## src/rtl/core/mlp_pkg.sv

```systemverilog
// Shared types, constants and the sigmoid table of the two-layer perceptron.
`default_nettype none
package mlp_pkg;

  localparam int MAX_INPUTS      = 32;
  localparam int MAX_HIDDEN      = 32;
  localparam int MAX_OUTPUTS     = 16;
  localparam int WEIGHT_DEPTH    = 2048;
  localparam int SIGMOID_ENTRIES = 1024;

  // Fixed field widths.
  localparam int WIDX_W    = 11;
  localparam int DATA_W    = 16;
  localparam int OIDX_W    = 4;
  localparam int CFG_IDX_W = 3;
  localparam int CNT_W     = 6;
  localparam int ICNT_REG_W = 6;
  localparam int HCNT_REG_W = 6;
  localparam int OCNT_REG_W = 5;

  // Derived widths.
  localparam int WADDR_W   = $clog2(WEIGHT_DEPTH);
  localparam int FEAT_AW   = (MAX_INPUTS > 1) ? $clog2(MAX_INPUTS) : 1;
  localparam int HID_AW    = (MAX_HIDDEN > 1) ? $clog2(MAX_HIDDEN) : 1;
  localparam int NI_W      = $clog2(MAX_INPUTS + 1);
  localparam int NH_W      = $clog2(MAX_HIDDEN + 1);
  localparam int NO_W      = $clog2(MAX_OUTPUTS + 1);
  localparam int MAX_SLOTS = (MAX_INPUTS > MAX_HIDDEN) ? MAX_INPUTS : MAX_HIDDEN;
  localparam int SLOT_W    = $clog2(MAX_SLOTS + 1);
  localparam int MAX_UNITS = (MAX_HIDDEN > MAX_OUTPUTS) ? MAX_HIDDEN : MAX_OUTPUTS;
  localparam int UNIT_W    = $clog2(MAX_UNITS + 1);
  localparam int MAX_SPAN  = (MAX_INPUTS + 1) * MAX_HIDDEN + (MAX_HIDDEN + 1) * MAX_OUTPUTS;
  localparam int SPAN_W    = $clog2(MAX_SPAN + 1);
  localparam int SEQ_AW    = (SPAN_W > WADDR_W) ? SPAN_W : WADDR_W;
  localparam int SIG_IDX_W = $clog2(SIGMOID_ENTRIES);
  localparam int SIG_HALF  = SIGMOID_ENTRIES / 2;

  // Square root chain: one cell per result bit.
  localparam int SQRT_STEPS = 16;
  localparam int RAD_W      = 2 * SQRT_STEPS;
  localparam int REM_W      = SQRT_STEPS + 3;

  // MAC datapath widths.
  localparam int OP_W   = 17;
  localparam int PROD_W = OP_W + 1 + DATA_W;
  localparam int ACC_W  = 40;
  localparam int LO_W   = 18;
  localparam int HI_W   = ACC_W - LO_W;
  localparam int PLO_W  = LO_W + 1 + DATA_W + 1;
  localparam int PHI_W  = HI_W + DATA_W + 1;
  localparam int SUM_W  = 58;
  localparam int SHIFT_HID = 26;
  localparam int SHIFT_OUT = 34;

  // Bias inputs: 1.0 in Q8.8 for the hidden layer and in Q0.16 for the output layer.
  localparam logic [OP_W-1:0] BIAS_HID_OP = OP_W'(256);
  localparam logic [OP_W-1:0] BIAS_OUT_OP = OP_W'(65536);

  // Request codes.
  localparam logic REQ_WEIGHT  = 1'b0;
  localparam logic REQ_FEATURE = 1'b1;

  // Configuration register indexes.
  localparam logic [CFG_IDX_W-1:0] REG_INPUT_COUNT  = CFG_IDX_W'(0);
  localparam logic [CFG_IDX_W-1:0] REG_HIDDEN_COUNT = CFG_IDX_W'(1);
  localparam logic [CFG_IDX_W-1:0] REG_OUTPUT_COUNT = CFG_IDX_W'(2);
  localparam logic [CFG_IDX_W-1:0] REG_BETA_GAIN    = CFG_IDX_W'(3);

  typedef enum logic [2:0] {
    ST_IDLE,
    ST_DRAIN,
    ST_ERR,
    ST_START,
    ST_UNIT,
    ST_WAIT
  } seq_state_t;

  typedef struct packed {
    logic               valid;
    logic               wen;
    logic [FEAT_AW-1:0] tag;
  } mag_ctl_t;

  typedef struct packed {
    logic valid;
    logic first;
    logic last;
    logic out_phase;
  } mac_in_t;

  typedef logic [DATA_W-1:0] sig_tab_t [SIGMOID_ENTRIES];

  localparam longint unsigned E_STEP = 64'd4228380001;

  // Rounded quotient by shift and subtract, used at elaboration only.
  function automatic longint unsigned div_round(longint unsigned n, longint unsigned d);
    longint unsigned x;
    longint unsigned q;
    longint unsigned r;
    x = n + (d >> 1);
    q = '0;
    r = '0;
    for (int i = 63; i >= 0; i--) begin
      r = {r[62:0], x[i]};
      if (r >= d) begin
        r = r - d;
        q[i] = 1'b1;
      end
    end
    return q;
  endfunction

  function automatic logic [DATA_W-1:0] sig_entry(longint unsigned p, logic pos);
    longint unsigned den;
    longint unsigned num;
    longint unsigned v;
    den = (64'd1 << 32) + p;
    num = pos ? (64'd1 << 48) : (p << 16);
    v = div_round(num, den);
    return (v > 64'd65535) ? 16'hFFFF : v[DATA_W-1:0];
  endfunction

  // Entry i holds sigmoid((i - half) / 64) in unsigned Q0.16, with e^(-k/64)
  // built up step by step in Q0.32.
  function automatic sig_tab_t build_sig_table();
    sig_tab_t        tab;
    longint unsigned p;
    p = 64'd1 << 32;
    for (int k = 0; k <= SIG_HALF; k++) begin
      if (SIG_HALF + k <= SIGMOID_ENTRIES - 1) tab[SIG_HALF + k] = sig_entry(p, 1'b1);
      if (k > 0 && SIG_HALF - k >= 0) tab[SIG_HALF - k] = sig_entry(p, 1'b0);
      p = (p * E_STEP + (64'd1 << 31)) >> 32;
    end
    return tab;
  endfunction

  localparam sig_tab_t SIG_TABLE = build_sig_table();

endpackage
`default_nettype wire

```

## src/rtl/core/mlp_sqrt_cell.sv

```systemverilog
// One cell of the square root chain: settles one result bit per pass.
`default_nettype none
module mlp_sqrt_cell (
  input  logic                             clk,
  input  logic                             rst_n,
  input  mlp_pkg::mag_ctl_t                in_ctl,
  input  logic [mlp_pkg::RAD_W-1:0]        in_rad,
  input  logic [mlp_pkg::REM_W-1:0]        in_rem,
  input  logic [mlp_pkg::SQRT_STEPS-1:0]   in_root,
  output mlp_pkg::mag_ctl_t                out_ctl,
  output logic [mlp_pkg::RAD_W-1:0]        out_rad,
  output logic [mlp_pkg::REM_W-1:0]        out_rem,
  output logic [mlp_pkg::SQRT_STEPS-1:0]   out_root
);
  import mlp_pkg::*;

  logic [REM_W-1:0]      rem_shift;
  logic [REM_W-1:0]      trial;
  logic                  fits;
  mag_ctl_t              ctl_r;
  logic [RAD_W-1:0]      rad_r;
  logic [REM_W-1:0]      rem_r;
  logic [SQRT_STEPS-1:0] root_r;

  always_comb begin
    rem_shift = {in_rem[REM_W-3:0], in_rad[RAD_W-1 -: 2]};
    trial     = REM_W'({in_root, 2'b01});
    fits      = (rem_shift >= trial);
  end

  always_ff @(posedge clk) begin
    if (!rst_n) begin
      ctl_r.valid <= 1'b0;
    end else begin
      ctl_r.valid <= in_ctl.valid;
    end
    ctl_r.wen <= in_ctl.wen;
    ctl_r.tag <= in_ctl.tag;
    rad_r     <= {in_rad[RAD_W-3:0], 2'b00};
    rem_r     <= fits ? (rem_shift - trial) : rem_shift;
    root_r    <= {in_root[SQRT_STEPS-2:0], fits};
  end

  assign out_ctl  = ctl_r;
  assign out_rad  = rad_r;
  assign out_rem  = rem_r;
  assign out_root = root_r;

endmodule
`default_nettype wire

```

## src/rtl/core/mlp_mag_chain.sv

```systemverilog
// Feature magnitude: squares, sum, then a row of square root cells.
`default_nettype none
module mlp_mag_chain (
  input  logic                             clk,
  input  logic                             rst_n,
  input  mlp_pkg::mag_ctl_t                in_ctl,
  input  logic signed [mlp_pkg::DATA_W-1:0] re,
  input  logic signed [mlp_pkg::DATA_W-1:0] im,
  output mlp_pkg::mag_ctl_t                out_ctl,
  output logic [mlp_pkg::DATA_W-1:0]       mag,
  output logic                             busy
);
  import mlp_pkg::*;

  mag_ctl_t               sq_ctl_r;
  mag_ctl_t               sum_ctl_r;
  logic signed [RAD_W-1:0] re_sq_r;
  logic signed [RAD_W-1:0] im_sq_r;
  logic [RAD_W-1:0]       sum_r;
  mag_ctl_t               ctl_w  [SQRT_STEPS+1];
  logic [RAD_W-1:0]       rad_w  [SQRT_STEPS+1];
  logic [REM_W-1:0]       rem_w  [SQRT_STEPS+1];
  logic [SQRT_STEPS-1:0]  root_w [SQRT_STEPS+1];
  logic                   cells_busy;

  always_ff @(posedge clk) begin
    if (!rst_n) begin
      sq_ctl_r.valid  <= 1'b0;
      sum_ctl_r.valid <= 1'b0;
    end else begin
      sq_ctl_r.valid  <= in_ctl.valid;
      sum_ctl_r.valid <= sq_ctl_r.valid;
    end
    sq_ctl_r.wen  <= in_ctl.wen;
    sq_ctl_r.tag  <= in_ctl.tag;
    sum_ctl_r.wen <= sq_ctl_r.wen;
    sum_ctl_r.tag <= sq_ctl_r.tag;
    re_sq_r <= re * re;
    im_sq_r <= im * im;
    sum_r   <= RAD_W'(re_sq_r) + RAD_W'(im_sq_r);
  end

  assign ctl_w[0]  = sum_ctl_r;
  assign rad_w[0]  = sum_r;
  assign rem_w[0]  = '0;
  assign root_w[0] = '0;

  for (genvar g = 0; g < SQRT_STEPS; g++) begin : g_cell
    mlp_sqrt_cell u_cell (
      .clk      (clk),
      .rst_n    (rst_n),
      .in_ctl   (ctl_w[g]),
      .in_rad   (rad_w[g]),
      .in_rem   (rem_w[g]),
      .in_root  (root_w[g]),
      .out_ctl  (ctl_w[g+1]),
      .out_rad  (rad_w[g+1]),
      .out_rem  (rem_w[g+1]),
      .out_root (root_w[g+1])
    );
  end

  always_comb begin
    cells_busy = 1'b0;
    for (int i = 1; i <= SQRT_STEPS; i++) begin
      cells_busy = cells_busy | ctl_w[i].valid;
    end
  end

  assign busy    = sq_ctl_r.valid | sum_ctl_r.valid | cells_busy;
  assign out_ctl = ctl_w[SQRT_STEPS];
  assign mag     = root_w[SQRT_STEPS];

endmodule
`default_nettype wire

```

## config.mk

```make
export PLATFORM = sky130hd
export DESIGN_NAME = mlp_mag_chain
export DESIGN_NICKNAME = d
export VERILOG_FILES = /design/src/rtl/core/mlp_pkg.sv /design/src/rtl/core/mlp_sqrt_cell.sv /design/src/rtl/core/mlp_mag_chain.sv
export SDC_FILE = /design/constraint.sdc
export NUM_CORES = 2
export LEC_CHECK = 0
export ABC_AREA = 0
export BUFFER_PORTS_ARGS = -buffer_cell sky130_fd_sc_hd__buf_2
export CAP_MARGIN = 20
export CORE_ASPECT_RATIO = 0.9
export CORE_UTILIZATION = 55
export DETAILED_ROUTE_END_ITERATION = 10
export PLACE_DENSITY = 0.71
export SETUP_SLACK_MARGIN = 0.15
export SLEW_MARGIN = 20
export SYNTH_ARGS = -nofsm -noshare
export SYNTH_HDL_FRONTEND = slang
export SYNTH_HIERARCHICAL = 1
export SYNTH_SLANG_ARGS = --single-unit
```

## constraint.sdc

```tcl
create_clock -name clk -period 8.69 [get_ports clk]
set_clock_uncertainty 0.05 [all_clocks]
set_input_delay 0 -clock clk [delete_from_list [all_inputs] [get_ports clk]]
set_output_delay 0 -clock clk [all_outputs]
set_load 0.05 [all_outputs]
```

==> impl_metrics.csv <==
group,metric,value,unit
status,status,"finished, final reports clean",
timing,final-hold-violation-count,0,
final_layout,antenna_cells,0,
logic_synthesis,postSynthAreaPerCell,9.83,µm²
floorplanning,ios,65,
place,dp_hpwl,93.1,mm
place,globalplace.congestion,0.916,
critical_path,reg2reg_depth,7,
final_layout,drive_gt1_share,7.92,%
timing,tightest_slew,0.955,ns
critical_path,critPathCaptureType,"flop",
clock_tree,cts_tree,"yes",
grt,grt_remaining_overflow,0,
flow_run,maxCapViolCount,0,
min_path,min_from,"im[0]",
final_layout,area_delta_synth_final,7.55,%
grt,grt_pass1_wl,196,mm
floorplanning,start_util,55.6,%
logic_synthesis,syn_inst,5881,
routing,dr.pass1.iters,6,
critical_path,required,9.23,ns
routing,drc,0,
grt,grt_antenna_before_repair,1,
min_path,hold_depth,2,
floorplanning,fp.dieW,344,µm
timing,max_freq,0.161,GHz
critical_path,crit_start,"im[1]",
critical_path,r2r-end,"g_cell[6].u_cell/out_rem[4]$_DFF_P_",
logic_synthesis,synth_warnings,6,
min_path,whs_endpoint,"im_sq_r[0]$_DFF_P_",
timing,rsz0062_at_grt,"no",
critical_path,critPathMaxFanout,20,
floorplanning,fp.coreArea,104000,µm²
routing,drt_iter0_drc,2152,
timing,setup-violations-final,0,
timing,slew_headroom,36.3,%
critical_path,start_kind,"primary input",
clock_tree,cts-buffers-inserted,98,
floorplanning,dieArea,106000,µm²
critical_path,r2r_setup_slack,5.82,ns
timing,slew_violations,0,
critical_path,rr_startpoint,"g_cell[5].u_cell/out_root[12]$_DFF_P_",
logic_synthesis,synth_area,57800,µm²
routing,viasPerCell,5.28,
clock_tree,post-cts-setup-buffers,0,
floorplanning,fp-row-count,112,
clock_tree,clockRootBuffer,"clkbuf_16",
critical_path,worst-setup-path-type,"primary input to flop",
grt,grt_use_total,22.7,%
clock_tree,h-tree-depth,3,
clock_tree,cts.sinks,971,
critical_path,crit_arrival,6.75,ns
final_layout,nNetsFinal,6943,
timing,fin_crit,6.21,ns
place,io_buffers,64,
timing,tns,0,ns
routing,wire_per_inst,16.0,µm
routing,routed-via-count,39000,
grt,grt_max_degree,33,
timing,post-route-period-util,71.4,%
clock_tree,clkTransAtPathRegs,0.06,ns
min_path,min-delay-path-class,"primary input to flop",
routing,ant_nets,0,
floorplanning,die_y,310,µm
grt,grt_pass1_vias,39100,
clock_tree,clock_latency,0.67,ns
clock_tree,cts.path.max_buffers,3,
routing,drt-total-wl,118,mm
per-layer routing:
metal | vias to the layer above | track usage (%) | part of all wire, %
met5 | - | 0 | 0
met4 | 0 | 7.48 | 3.1
met3 | 226 | 3.36 | 4.7
met2 | 912 | 37.9 | 47
met1 | 18600 | 30.1 | 45
li1 | 19200 | - | -
registers in the layout (all words and copies together), names as in the netlist:
name,cells
sq_ctl_r,7
im_sq_r,31
g_cell.u_cell/out_ctl,112
g_cell.u_cell/out_root,256
g_cell.u_cell/out_rad,240
re_sq_r,31
sum_r,32
ctl_w,7
g_cell.u_cell/out_rem,255
timing repair:
action	in CTS	in global routing
hold endpoints to repair	29	0
hold buffers	20	0
resized for setup	0	0
how the worst max path moves through the flow:
stage                          end  slack, ns
2_1_floorplan  im_sq_r[30]$_DFF_P_       2.57
3_3_place_gp   im_sq_r[30]$_DFF_P_       2.15
3_5_place_dp   im_sq_r[30]$_DFF_P_       2.02
4_1_cts        im_sq_r[30]$_DFF_P_       2.54
5_1_grt        im_sq_r[30]$_DFF_P_       2.24
6_report       im_sq_r[30]$_DFF_P_       2.48
layout by cell type, fill, tap and decap left out, drive strengths merged, types with 98 or more instances in the layout:
cell type	n
clkbuf	131
nand2	347
xnor2	237
a21oi	465
inv	1009
ha	497
o21ai	123
and2	138
nor2	437
fa	469
dfxtp	971
xor2	98
layout make-up:
type,count,area [µm²]
well taps,1368,1710
flip-flops and latches,971,19400
clock buffers,131,2760
clock inverters,46,624
fillers,8800,41800
inverters,1001,3760
multi-input cells,3780,33400
repair buffers,84,520
stage by stage:
stage                     std cells  area, µm²  hold WS [ns]  util, %  setup WS, ns
after detailed placement       7184      58600        0.0548     56.3          2.02
final                          7381      62200         0.143     59.8          2.48
after global placement         7184      58600        0.0518     56.3          2.15
after CTS                      7381      62200        0.0886     59.8          2.54
after floorplan                5943      58000       -0.0223        -          2.57
after global routing           7381      62200         0.138     59.8          2.24
worst max-delay path, cell delays in order:
cell,delay [ns]
dlygate4sd3_1,0.53
buf_2,0.38
and2_1,0.29
fa_1,0.56
fa_1,0.91
fa_1,0.53
fa_1,0.51
fa_1,0.54
inv_1,0.05
fa_1,0.52
inv_1,0.04
ha_1,0.36
a21oi_1,0.19
o31ai_1,0.12
a21boi_0,0.40
a211oi_2,0.15
or3_1,0.38
a21oi_2,0.15
xnor2_1,0.12
Power is left out: the tool's default activity adds up to more than one toggle a clock period on the data nets, which glitch-free logic cannot reach.
